==> config.mk <==
export PLATFORM = sky130hd
export DESIGN_NAME = mouse_click_drag_detector_core
export DESIGN_NICKNAME = d
export VERILOG_FILES = /design/src/hdl/mcdd_pkg.sv /design/src/hdl/mouse_click_drag_detector_core.sv /design/src/hdl/mcdd_cfg.sv /design/src/hdl/mcdd_ctrl.sv /design/src/hdl/mcdd_dp.sv
export VERILOG_INCLUDE_DIRS = /design/src /design/src/hdl
export SDC_FILE = /design/constraint.sdc
export NUM_CORES = 2
export LEC_CHECK = 0
export ABC_AREA = 1
export BUFFER_PORTS_ARGS = -buffer_cell sky130_fd_sc_hd__clkbuf_2
export CORE_MARGIN = 2
export CORE_UTILIZATION = 58
export CTS_CLUSTER_SIZE = 40
export DETAILED_ROUTE_END_ITERATION = 12
export PLACE_DENSITY = 0.76
export SETUP_SLACK_MARGIN = 0.02
export SKIP_CTS_REPAIR_TIMING = 1
export SYNTH_ARGS = -nofsm -noshare
export SYNTH_HDL_FRONTEND = slang
export SYNTH_HIERARCHICAL = 1
export SYNTH_SLANG_ARGS = --single-unit
==> constraint.sdc <==
create_clock -name i_clk -period 6.1 [get_ports i_clk]
set_input_delay 0.915 -clock i_clk [delete_from_list [all_inputs] [get_ports i_clk]]
set_output_delay 0.915 -clock i_clk [all_outputs]
set_load 0.01 [all_outputs]
==> src/hdl/mouse_click_drag_detector_core_defines.svh <==
// assertion macros for the mouse click / drag detector core
// expects i_clk and i_rst_n in the scope that uses them
`ifndef MOUSE_CLICK_DRAG_DETECTOR_CORE_DEFINES_SVH
`define MOUSE_CLICK_DRAG_DETECTOR_CORE_DEFINES_SVH

// same-cycle implication
`define MCDD_ASSERT_IMP(lbl, ante, cons, msg) \
    lbl: assert property (@(posedge i_clk) disable iff (!i_rst_n) (ante) |-> (cons)) \
        else $error(msg);

// next-cycle implication
`define MCDD_ASSERT_NXT(lbl, ante, cons, msg) \
    lbl: assert property (@(posedge i_clk) disable iff (!i_rst_n) (ante) |=> (cons)) \
        else $error(msg);

`endif

==> src/hdl/mcdd_pkg.sv <==
// shared types, constants and helpers of the click / drag detector
// used by mcdd_cfg, mcdd_ctrl, mcdd_dp and the top level
package mcdd_pkg;

    localparam int HISTORY_DEPTH_DEF = 16;
    localparam int BUTTON_COUNT_DEF  = 3;

    localparam int POS_W      = 16;
    localparam int VEC_W      = 17;
    localparam int MASK_W     = 3;
    localparam int CFG_IDX_W  = 2;
    localparam int CFG_DATA_W = 7;
    localparam int DIST_W     = 7;
    localparam int DIST2_W    = 14;
    localparam int WIN_CFG_W  = 5;
    localparam int RPT_W      = 2;
    localparam int SQ_W       = 32;
    localparam int LEN2_W     = 33;
    localparam int WIN_MIN    = 2;

    localparam logic [DIST_W-1:0]    DIST_MAX   = 7'd100;
    localparam logic [DIST_W-1:0]    THR_RESET  = 7'd20;
    localparam logic [DIST_W-1:0]    DCD_RESET  = 7'd20;
    localparam logic [WIN_CFG_W-1:0] WIN_RESET  = 5'd10;
    localparam logic [RPT_W-1:0]     RPT_RESET  = 2'd0;
    localparam logic [RPT_W-1:0]     RPT_NONE   = 2'd3;

    // register indexes
    localparam logic [CFG_IDX_W-1:0] CFG_DRAG_THR = 2'd0;
    localparam logic [CFG_IDX_W-1:0] CFG_DC_DIST  = 2'd1;
    localparam logic [CFG_IDX_W-1:0] CFG_DC_WIN   = 2'd2;
    localparam logic [CFG_IDX_W-1:0] CFG_RPT_BTN  = 2'd3;

    typedef struct packed {
        logic [DIST2_W-1:0] thr2;
        logic [DIST2_W-1:0] dcd2;
        logic [RPT_W-1:0]   rpt;
    } t_cfg;

    typedef struct packed {
        logic accept;
        logic vec;
        logic sq;
        logic eval;
        logic scan;
        logic fin;
    } t_cmd;

    typedef struct packed {
        logic sq_done;
        logic scan_more;
        logic out_free;
    } t_sts;

    // squared distance, saturated to the largest legal distance first
    function automatic logic [DIST2_W-1:0] dist_sq(input logic [DIST_W-1:0] d);
        logic [DIST_W-1:0]  s;
        logic [DIST2_W-1:0] w;
        s = (d > DIST_MAX) ? DIST_MAX : d;
        w = DIST2_W'(s);
        return w * w;
    endfunction

endpackage

==> src/hdl/mouse_click_drag_detector_core.sv <==
// mouse click / drag / double click detector, top level
// instantiates mcdd_cfg, mcdd_ctrl, mcdd_dp; uses mcdd_pkg and the defines header
//
// One request per frame on the input channel (i_in_valid / o_in_ready): cursor
// position and button bits. One result per request on the output channel
// (o_out_valid / i_out_ready): held, pressed, released, dragging, clicked and
// double-clicked masks plus the drag vector of the selected button.
// Configuration is written through i_cfg_we / i_cfg_idx / i_cfg_data while idle.
// A request is worked on one at a time, from accept through the vector update,
// the squaring, the evaluation, the history scan and the final load of the
// result register. The pace is set by the single squarer shared over both axes
// of every button and by the history scan, which reads one entry of the history
// memory per cycle.
// A stalled receiver holds the result in the output register; the next request
// is still accepted and worked on, and waits only at the final load.
// Synchronous reset restores the register defaults, empties the history (a
// fill count marks unwritten entries as released) and clears the drag flags.
`include "mouse_click_drag_detector_core_defines.svh"

module mouse_click_drag_detector_core #(
    parameter int HISTORY_DEPTH = mcdd_pkg::HISTORY_DEPTH_DEF,
    parameter int BUTTON_COUNT  = mcdd_pkg::BUTTON_COUNT_DEF
) (
    input  logic                                  i_clk,
    input  logic                                  i_rst_n,
    input  logic                                  i_cfg_we,
    input  logic [mcdd_pkg::CFG_IDX_W-1:0]        i_cfg_idx,
    input  logic [mcdd_pkg::CFG_DATA_W-1:0]       i_cfg_data,
    input  logic                                  i_in_valid,
    output logic                                  o_in_ready,
    input  logic signed [mcdd_pkg::POS_W-1:0]     i_cursor_x,
    input  logic signed [mcdd_pkg::POS_W-1:0]     i_cursor_y,
    input  logic [mcdd_pkg::MASK_W-1:0]           i_button_bits,
    output logic                                  o_out_valid,
    input  logic                                  i_out_ready,
    output logic [mcdd_pkg::MASK_W-1:0]           o_held_mask,
    output logic [mcdd_pkg::MASK_W-1:0]           o_pressed_mask,
    output logic [mcdd_pkg::MASK_W-1:0]           o_released_mask,
    output logic [mcdd_pkg::MASK_W-1:0]           o_dragging_mask,
    output logic [mcdd_pkg::MASK_W-1:0]           o_clicked_mask,
    output logic [mcdd_pkg::MASK_W-1:0]           o_double_clicked_mask,
    output logic signed [mcdd_pkg::VEC_W-1:0]     o_drag_dx,
    output logic signed [mcdd_pkg::VEC_W-1:0]     o_drag_dy
);

    mcdd_pkg::t_cfg                       w_cfg;
    logic [$clog2(HISTORY_DEPTH+1)-1:0]   w_win;
    mcdd_pkg::t_cmd                       w_cmd;
    mcdd_pkg::t_sts                       w_sts;

    mcdd_cfg #(
        .HISTORY_DEPTH (HISTORY_DEPTH)
    ) u_cfg (
        .i_clk      (i_clk),
        .i_rst_n    (i_rst_n),
        .i_cfg_we   (i_cfg_we),
        .i_cfg_idx  (i_cfg_idx),
        .i_cfg_data (i_cfg_data),
        .o_cfg      (w_cfg),
        .o_win      (w_win)
    );

    mcdd_ctrl u_ctrl (
        .i_clk      (i_clk),
        .i_rst_n    (i_rst_n),
        .i_in_valid (i_in_valid),
        .i_sts      (w_sts),
        .o_in_ready (o_in_ready),
        .o_cmd      (w_cmd)
    );

    mcdd_dp #(
        .HISTORY_DEPTH (HISTORY_DEPTH),
        .BUTTON_COUNT  (BUTTON_COUNT)
    ) u_dp (
        .i_clk                 (i_clk),
        .i_rst_n               (i_rst_n),
        .i_cmd                 (w_cmd),
        .o_sts                 (w_sts),
        .i_cfg                 (w_cfg),
        .i_win                 (w_win),
        .i_cursor_x            (i_cursor_x),
        .i_cursor_y            (i_cursor_y),
        .i_button_bits         (i_button_bits),
        .i_out_ready           (i_out_ready),
        .o_out_valid           (o_out_valid),
        .o_held_mask           (o_held_mask),
        .o_pressed_mask        (o_pressed_mask),
        .o_released_mask       (o_released_mask),
        .o_dragging_mask       (o_dragging_mask),
        .o_clicked_mask        (o_clicked_mask),
        .o_double_clicked_mask (o_double_clicked_mask),
        .o_drag_dx             (o_drag_dx),
        .o_drag_dy             (o_drag_dy)
    );

    // a request in work blocks the next one
    `MCDD_ASSERT_NXT(a_busy_after_accept, i_in_valid && o_in_ready, !o_in_ready, "ready after accept")
    // a result shows up only from the final step
    `MCDD_ASSERT_IMP(a_out_from_fin, $rose(o_out_valid), $past(w_cmd.fin), "result without final step")
    // clicks come from releases and double clicks are clicks
    `MCDD_ASSERT_IMP(a_click_on_release, o_out_valid, ((o_clicked_mask & ~o_released_mask) == '0) && ((o_double_clicked_mask & ~o_clicked_mask) == '0), "click mask mismatch")
    // a dragged button never reports a click
    `MCDD_ASSERT_IMP(a_drag_no_click, o_out_valid, (o_dragging_mask & o_clicked_mask) == '0, "drag and click together")

endmodule

==> src/hdl/mcdd_cfg.sv <==
// configuration registers: squared distances, scan window, reported button
// depends on mcdd_pkg
module mcdd_cfg #(
    parameter int HISTORY_DEPTH = mcdd_pkg::HISTORY_DEPTH_DEF
) (
    input  logic                                i_clk,
    input  logic                                i_rst_n,
    input  logic                                i_cfg_we,
    input  logic [mcdd_pkg::CFG_IDX_W-1:0]      i_cfg_idx,
    input  logic [mcdd_pkg::CFG_DATA_W-1:0]     i_cfg_data,
    output mcdd_pkg::t_cfg                      o_cfg,
    output logic [$clog2(HISTORY_DEPTH+1)-1:0]  o_win
);

    localparam int WIN_W = $clog2(HISTORY_DEPTH + 1);
    localparam logic [WIN_W-1:0] WIN_RST =
        WIN_W'((int'(mcdd_pkg::WIN_RESET) > HISTORY_DEPTH) ?
               HISTORY_DEPTH : int'(mcdd_pkg::WIN_RESET));

    mcdd_pkg::t_cfg   r_cfg;
    logic [WIN_W-1:0] r_win, n_win;

    // window clamped into the range the history can serve
    always_comb begin
        if (int'(i_cfg_data[mcdd_pkg::WIN_CFG_W-1:0]) < mcdd_pkg::WIN_MIN) begin
            n_win = WIN_W'(mcdd_pkg::WIN_MIN);
        end else if (int'(i_cfg_data[mcdd_pkg::WIN_CFG_W-1:0]) > HISTORY_DEPTH) begin
            n_win = WIN_W'(HISTORY_DEPTH);
        end else begin
            n_win = WIN_W'(i_cfg_data[mcdd_pkg::WIN_CFG_W-1:0]);
        end
    end

    always_ff @(posedge i_clk) begin
        if (!i_rst_n) begin
            r_cfg.thr2 <= mcdd_pkg::dist_sq(mcdd_pkg::THR_RESET);
            r_cfg.dcd2 <= mcdd_pkg::dist_sq(mcdd_pkg::DCD_RESET);
            r_cfg.rpt  <= mcdd_pkg::RPT_RESET;
            r_win      <= WIN_RST;
        end else if (i_cfg_we) begin
            case (i_cfg_idx)
                mcdd_pkg::CFG_DRAG_THR: begin
                    r_cfg.thr2 <= mcdd_pkg::dist_sq(i_cfg_data[mcdd_pkg::DIST_W-1:0]);
                end
                mcdd_pkg::CFG_DC_DIST: begin
                    r_cfg.dcd2 <= mcdd_pkg::dist_sq(i_cfg_data[mcdd_pkg::DIST_W-1:0]);
                end
                mcdd_pkg::CFG_DC_WIN: begin
                    r_win <= n_win;
                end
                mcdd_pkg::CFG_RPT_BTN: begin
                    r_cfg.rpt <= i_cfg_data[mcdd_pkg::RPT_W-1:0];
                end
                default: begin
                end
            endcase
        end
    end

    assign o_cfg = r_cfg;
    assign o_win = r_win;

endmodule

==> src/hdl/mcdd_ctrl.sv <==
// sequencer: walks one request through vector update, squaring, evaluation, scan, result
// depends on mcdd_pkg
module mcdd_ctrl (
    input  logic           i_clk,
    input  logic           i_rst_n,
    input  logic           i_in_valid,
    input  mcdd_pkg::t_sts i_sts,
    output logic           o_in_ready,
    output mcdd_pkg::t_cmd o_cmd
);

    typedef enum logic [2:0] {
        S_IDLE,
        S_VEC,
        S_SQR,
        S_EVAL,
        S_SCAN,
        S_FIN
    } t_state;

    t_state r_state, n_state;
    logic   r_in_ready;

    always_comb begin
        n_state = r_state;
        o_cmd   = '0;
        case (r_state)
            S_IDLE: begin
                o_cmd.accept = i_in_valid;
                if (i_in_valid) begin
                    n_state = S_VEC;
                end
            end
            S_VEC: begin
                o_cmd.vec = 1'b1;
                n_state   = S_SQR;
            end
            S_SQR: begin
                o_cmd.sq = 1'b1;
                if (i_sts.sq_done) begin
                    n_state = S_EVAL;
                end
            end
            S_EVAL: begin
                o_cmd.eval = 1'b1;
                n_state    = S_SCAN;
            end
            S_SCAN: begin
                // last history read is consumed in the cycle scan_more drops
                o_cmd.scan = 1'b1;
                if (!i_sts.scan_more) begin
                    n_state = S_FIN;
                end
            end
            S_FIN: begin
                o_cmd.fin = i_sts.out_free;
                if (i_sts.out_free) begin
                    n_state = S_IDLE;
                end
            end
            default: begin
                n_state = S_IDLE;
            end
        endcase
    end

    always_ff @(posedge i_clk) begin
        if (!i_rst_n) begin
            r_state    <= S_IDLE;
            r_in_ready <= 1'b1;
        end else begin
            r_state    <= n_state;
            r_in_ready <= (n_state == S_IDLE);
        end
    end

    assign o_in_ready = r_in_ready;

endmodule

==> src/hdl/mcdd_dp.sv <==
// datapath: button history memory, per-button drag vectors, shared squarer,
// press/release/press recognizers and the result register; depends on mcdd_pkg
module mcdd_dp #(
    parameter int HISTORY_DEPTH = mcdd_pkg::HISTORY_DEPTH_DEF,
    parameter int BUTTON_COUNT  = mcdd_pkg::BUTTON_COUNT_DEF
) (
    input  logic                                     i_clk,
    input  logic                                     i_rst_n,
    input  mcdd_pkg::t_cmd                           i_cmd,
    output mcdd_pkg::t_sts                           o_sts,
    input  mcdd_pkg::t_cfg                           i_cfg,
    input  logic [$clog2(HISTORY_DEPTH+1)-1:0]       i_win,
    input  logic signed [mcdd_pkg::POS_W-1:0]        i_cursor_x,
    input  logic signed [mcdd_pkg::POS_W-1:0]        i_cursor_y,
    input  logic [mcdd_pkg::MASK_W-1:0]              i_button_bits,
    input  logic                                     i_out_ready,
    output logic                                     o_out_valid,
    output logic [mcdd_pkg::MASK_W-1:0]              o_held_mask,
    output logic [mcdd_pkg::MASK_W-1:0]              o_pressed_mask,
    output logic [mcdd_pkg::MASK_W-1:0]              o_released_mask,
    output logic [mcdd_pkg::MASK_W-1:0]              o_dragging_mask,
    output logic [mcdd_pkg::MASK_W-1:0]              o_clicked_mask,
    output logic [mcdd_pkg::MASK_W-1:0]              o_double_clicked_mask,
    output logic signed [mcdd_pkg::VEC_W-1:0]        o_drag_dx,
    output logic signed [mcdd_pkg::VEC_W-1:0]        o_drag_dy
);

    localparam int NB  = BUTTON_COUNT;
    localparam int PW  = $clog2(HISTORY_DEPTH);
    localparam int AW  = PW;
    localparam int WW  = $clog2(HISTORY_DEPTH + 1);
    localparam int SW  = WW + 1;
    localparam int SQN = 2 * NB;
    localparam int IW  = $clog2(SQN + 1);
    localparam int BW  = (NB > 1) ? $clog2(NB) : 1;
    localparam int POS_W  = mcdd_pkg::POS_W;
    localparam int VEC_W  = mcdd_pkg::VEC_W;
    localparam int SQ_W   = mcdd_pkg::SQ_W;
    localparam int LEN2_W = mcdd_pkg::LEN2_W;
    localparam int MASK_W = mcdd_pkg::MASK_W;

    // frame sample
    logic signed [POS_W-1:0] r_px, r_py;
    logic [NB-1:0]           r_cur, r_was, r_last;
    logic [NB-1:0]           held, down, up;

    // history
    logic [NB-1:0] r_mem [HISTORY_DEPTH];
    logic [PW-1:0] r_wr;
    logic [WW-1:0] r_fill;

    // per-button drag state
    logic signed [POS_W-1:0] r_org_x [NB];
    logic signed [POS_W-1:0] r_org_y [NB];
    logic signed [VEC_W-1:0] r_vx [NB];
    logic signed [VEC_W-1:0] r_vy [NB];
    logic [NB-1:0]           r_drag_flag;
    logic [LEN2_W-1:0]       r_d2 [NB];

    // squarer
    logic [IW-1:0]             r_sq_idx;
    logic                      sq_last;
    logic [BW-1:0]             sq_btn;
    logic                      sq_ax;
    logic signed [VEC_W-1:0]   sq_sel;
    logic signed [2*VEC_W-1:0] sq_full;
    logic [SQ_W-1:0]           r_prod;
    logic [SQ_W-1:0]           r_acc;
    logic [BW-1:0]             r_prod_btn;
    logic                      r_prod_ax;
    logic                      r_prod_go;
    logic                      rpt_hit;
    logic signed [VEC_W-1:0]   r_rdx, r_rdy;

    // scan
    logic [NB-1:0] r_dragging, r_near;
    logic [AW-1:0] r_age;
    logic [PW-1:0] r_rd_ptr;
    logic [SW-1:0] st_sum;
    logic [PW-1:0] scan_start;
    logic          scan_more;
    logic          scan_issue;
    logic [NB-1:0] r_rd_data;
    logic          r_rd_live;
    logic          r_rd_go;
    logic [NB-1:0] dn;
    logic [NB-1:0] r_sd, r_su, r_found;

    // result
    logic [NB-1:0] f_drag, f_click, f_dbl;
    logic          r_out_valid;
    logic [MASK_W-1:0] r_held_m, r_press_m, r_rel_m, r_drag_m, r_click_m, r_dbl_m;
    logic signed [VEC_W-1:0] r_out_dx, r_out_dy;

    assign held = r_cur;
    assign down = r_cur & ~r_was;
    assign up   = ~r_cur & r_was;

    assign sq_last = (r_sq_idx == IW'(SQN));
    assign sq_btn  = BW'(r_sq_idx >> 1);
    assign sq_ax   = r_sq_idx[0];
    assign sq_sel  = sq_ax ? r_vy[sq_btn] : r_vx[sq_btn];
    assign sq_full = sq_sel * sq_sel;
    assign rpt_hit = (i_cfg.rpt != mcdd_pkg::RPT_NONE) &&
                     (4'(sq_btn) == 4'(i_cfg.rpt));

    // oldest scanned entry sits at age win-1
    assign st_sum     = SW'(r_wr) + SW'(HISTORY_DEPTH) - SW'(i_win);
    assign scan_start = (st_sum >= SW'(HISTORY_DEPTH)) ? PW'(st_sum - SW'(HISTORY_DEPTH))
                                                       : PW'(st_sum);
    assign scan_more  = (int'(r_age) >= mcdd_pkg::WIN_MIN);
    assign scan_issue = i_cmd.scan && scan_more;
    assign dn         = {NB{r_rd_live}} & r_rd_data;

    always_comb begin
        f_drag  = '0;
        f_click = '0;
        f_dbl   = '0;
        for (int b = 0; b < NB; b++) begin
            if (up[b]) begin
                f_drag[b]  = r_dragging[b];
                f_click[b] = !r_dragging[b];
                f_dbl[b]   = !r_dragging[b] && r_near[b] && r_found[b];
            end else if (held[b] && !down[b]) begin
                f_drag[b]  = r_dragging[b];
            end
        end
    end

    // history memory
    always_ff @(posedge i_clk) begin
        if (i_cmd.accept) begin
            r_mem[r_wr] <= NB'(i_button_bits);
        end
        if (scan_issue) begin
            r_rd_data <= r_mem[r_rd_ptr];
        end
    end

    // control state
    always_ff @(posedge i_clk) begin
        if (!i_rst_n) begin
            r_last      <= '0;
            r_wr        <= '0;
            r_fill      <= '0;
            r_drag_flag <= '0;
            r_prod_go   <= 1'b0;
            r_rd_go     <= 1'b0;
            r_out_valid <= 1'b0;
        end else begin
            if (i_cmd.accept) begin
                r_last <= NB'(i_button_bits);
                r_wr   <= (r_wr == PW'(HISTORY_DEPTH - 1)) ? '0 : r_wr + 1'b1;
                if (r_fill != WW'(HISTORY_DEPTH)) begin
                    r_fill <= r_fill + 1'b1;
                end
            end
            r_prod_go <= i_cmd.sq && !sq_last;
            r_rd_go   <= scan_issue;
            if (i_cmd.fin) begin
                r_drag_flag <= f_drag;
                r_out_valid <= 1'b1;
            end else if (i_out_ready) begin
                r_out_valid <= 1'b0;
            end
        end
    end

    // payload
    always_ff @(posedge i_clk) begin
        if (i_cmd.accept) begin
            r_px  <= i_cursor_x;
            r_py  <= i_cursor_y;
            r_cur <= NB'(i_button_bits);
            r_was <= r_last;
        end

        if (i_cmd.vec) begin
            for (int b = 0; b < NB; b++) begin
                if (!held[b] && !up[b]) begin
                    r_vx[b] <= '0;
                    r_vy[b] <= '0;
                end else if (down[b]) begin
                    r_org_x[b] <= r_px;
                    r_org_y[b] <= r_py;
                    r_vx[b]    <= '0;
                    r_vy[b]    <= '0;
                end else begin
                    r_vx[b] <= VEC_W'(r_px) - VEC_W'(r_org_x[b]);
                    r_vy[b] <= VEC_W'(r_py) - VEC_W'(r_org_y[b]);
                end
            end
            r_sq_idx <= '0;
            r_rdx    <= '0;
            r_rdy    <= '0;
        end else if (i_cmd.sq && !sq_last) begin
            r_sq_idx   <= r_sq_idx + 1'b1;
            r_prod     <= sq_full[SQ_W-1:0];
            r_prod_btn <= sq_btn;
            r_prod_ax  <= sq_ax;
            if (rpt_hit) begin
                if (sq_ax) begin
                    r_rdy <= sq_sel;
                end else begin
                    r_rdx <= sq_sel;
                end
            end
        end

        // x square waits in the accumulator for the y square
        if (r_prod_go) begin
            if (r_prod_ax) begin
                r_d2[r_prod_btn] <= LEN2_W'(r_acc) + LEN2_W'(r_prod);
            end else begin
                r_acc <= r_prod;
            end
        end

        if (i_cmd.eval) begin
            for (int b = 0; b < NB; b++) begin
                r_dragging[b] <= r_drag_flag[b] ||
                                 (held[b] && (r_d2[b] >= LEN2_W'(i_cfg.thr2)));
                r_near[b]     <= (r_d2[b] < LEN2_W'(i_cfg.dcd2));
            end
            r_age    <= AW'(i_win - 1'b1);
            r_rd_ptr <= scan_start;
            r_sd     <= '0;
            r_su     <= '0;
            r_found  <= '0;
        end else begin
            if (scan_issue) begin
                r_rd_live <= (WW'(r_age) < r_fill);
                r_age     <= r_age - 1'b1;
                r_rd_ptr  <= (r_rd_ptr == PW'(HISTORY_DEPTH - 1)) ? '0 : r_rd_ptr + 1'b1;
            end
            // press, release, press seen oldest first
            if (r_rd_go) begin
                for (int b = 0; b < NB; b++) begin
                    if (!r_sd[b] && dn[b]) begin
                        r_sd[b] <= 1'b1;
                    end else if (r_sd[b] && !r_su[b] && !dn[b]) begin
                        r_su[b] <= 1'b1;
                    end else if (r_su[b] && dn[b]) begin
                        r_found[b] <= 1'b1;
                    end
                end
            end
        end

        if (i_cmd.fin) begin
            r_held_m  <= MASK_W'(held);
            r_press_m <= MASK_W'(down);
            r_rel_m   <= MASK_W'(up);
            r_drag_m  <= MASK_W'(f_drag);
            r_click_m <= MASK_W'(f_click);
            r_dbl_m   <= MASK_W'(f_dbl);
            r_out_dx  <= r_rdx;
            r_out_dy  <= r_rdy;
        end
    end

    assign o_sts.sq_done   = sq_last;
    assign o_sts.scan_more = scan_more;
    assign o_sts.out_free  = !r_out_valid || i_out_ready;

    assign o_out_valid           = r_out_valid;
    assign o_held_mask           = r_held_m;
    assign o_pressed_mask        = r_press_m;
    assign o_released_mask       = r_rel_m;
    assign o_dragging_mask       = r_drag_m;
    assign o_clicked_mask        = r_click_m;
    assign o_double_clicked_mask = r_dbl_m;
    assign o_drag_dx             = r_out_dx;
    assign o_drag_dy             = r_out_dy;

endmodule

==> run metrics <==
Synth Instances 4560; Final Worst Setup Slack -0.235 ns; DIE WIDTH 275 microns; final wirelength 105 mm; 1st-iter DRT viols 2746; count of buffers from port buffering 102; slowest CP cell fa_1; post-route ant nets 0; Placement Rows 99; antenna cell count 0; YS warnings 6; routability cong. 0.966; CTS H-Tree Depth 3; Clock Tree Root clkbuf_16; Hold Slack 0.405 ns; area delta synth->final 14.6%; final count of pins violating max slew 0; Worst-Skew Late Latency 0.63 ns; register area 17600 sq um; status finished with violations; core area 72800 sq um; Avg WL per Cell 17.8 microns; chip height 275 microns; failing checks setup timing; synthesized area 42600 sq um; Max Cap Viol 0; CP peak stage delay 0.55 ns; CP Buf/Inv Count 11; Reg clk slew, reported paths 0.07 ns; WP data arrival 6.69 ns; drt drc 0; Worst Path Required 6.45 ns; first-pass GRT wire length 168 mm; post-route setup TNS -1.49 ns; unrepaired setup endpoints after global routing yes; post-route minimum period 6.34 ns; multi-input logic area 22000 sq um; via count 32600; IO Count 103; Worst setup EP type flop; clock sink count 620; largest net degree at the start of global routing 80; Worst-Margin Slew 1.01 ns; DR pass1 iterations 6; dpl hpwl 80.8 mm; Max Freq 158 MHz; critical-path maximum fanout 10; gr ovfl total 0; Nets 5544; CTS tree done; Synth Area per Inst 9.35 sq um; HP Class reg2reg; number of CTS-inserted buffers 69; layout filler cell count 5723; layout cells sized above 1 13.5%; vias in the first global route 32500; crit start category flop; die area 75700 sq um; clk buf depth 3; GRT Total Usage 28.1%; final hold viol count 0; initial antenna violation count 0; crit-path leading delay family adder cells; CP Class reg2reg; Setup Skew 0.0363 ns; initial cell density of the core 58.5%; final setup fails 16; crit share post-route 104%; DR vias/cell 5.53; Slew headroom 32.4%
-- layer usage --
layer | share of wire (%) | routed length [microns] | vias to the layer above | GRT usage (%)
li1 | - | - | 15700 | -
met1 | 43 | 44900 | 15700 | 37.0
met2 | 48 | 50700 | 1044 | 48.1
met3 | 6.0 | 6330 | 202 | 4.19
met4 | 3.0 | 3200 | 0 | 8.56
met5 | 0 | 0 | - | 0
-- flip-flops by register name (all words and copies together), names as in the netlist, 28 cells and up, named ones only --
name and flops:
u_dp/r_org_x 48, u_dp/r_org_y 48, u_dp/r_d2 99, u_cfg/o_cfg 28, u_dp/r_vy 51, u_dp/r_mem 48
u_dp/r_acc 31, u_dp/r_prod 31, u_dp/r_vx 51
-- path summary, 6_finish.rpt --
check                               startpoint                  to  slack (ns)  depth (start not counted)
worst max-delay path                      flop     u_dp/r_prod[26]       -0.24                         29
worst min-delay path            u_dp/r_rdx[16]  u_dp/o_drag_dx[16]        0.40                          0
worst max register to register            flop     u_dp/r_prod[26]       -0.24                         29
worst min register to register  u_dp/r_rdx[16]  u_dp/o_drag_dx[16]        0.40                          0
-- per-stage QoR --
| stage | area [sq um] | worst slack [ns] | util [%] | instances |
|---|---|---|---|---|
| floorplan | 42700 | 0.0661 | - | 4561 |
| global placement | 45600 | -0.274 | 62.7 | 5753 |
| detailed placement | 45600 | -0.398 | 62.7 | 5753 |
| CTS | 48000 | -0.428 | 65.9 | 5877 |
| global route | 48900 | -0.493 | 67.1 | 5900 |
| finish | 48900 | -0.235 | 67.1 | 5900 |
-- cell type report --
class                      count  area share [%]
timing repair buffer         337            5.17
clock inverter                30           0.876
inverter                     860            6.65
tap                          959            2.46
multi-input combinational   3000            45.0
sequential                   620            36.0
clock buffer                  94            3.87
-- placed cells by master (no fill, tap or decap), types with 102 or more instances in the layout --
cell	instances
nand3_1	180
edfxtp_1	518
ha_1	313
clkbuf_2	102
fa_1	271
a21oi_1	319
inv_1	834
o21ai_0	168
nor2_1	372
buf_4	209
nand2_1	771
Power is not shown: default switching activity piles up to over one toggle a cycle in this logic, so the estimate is an artifact.
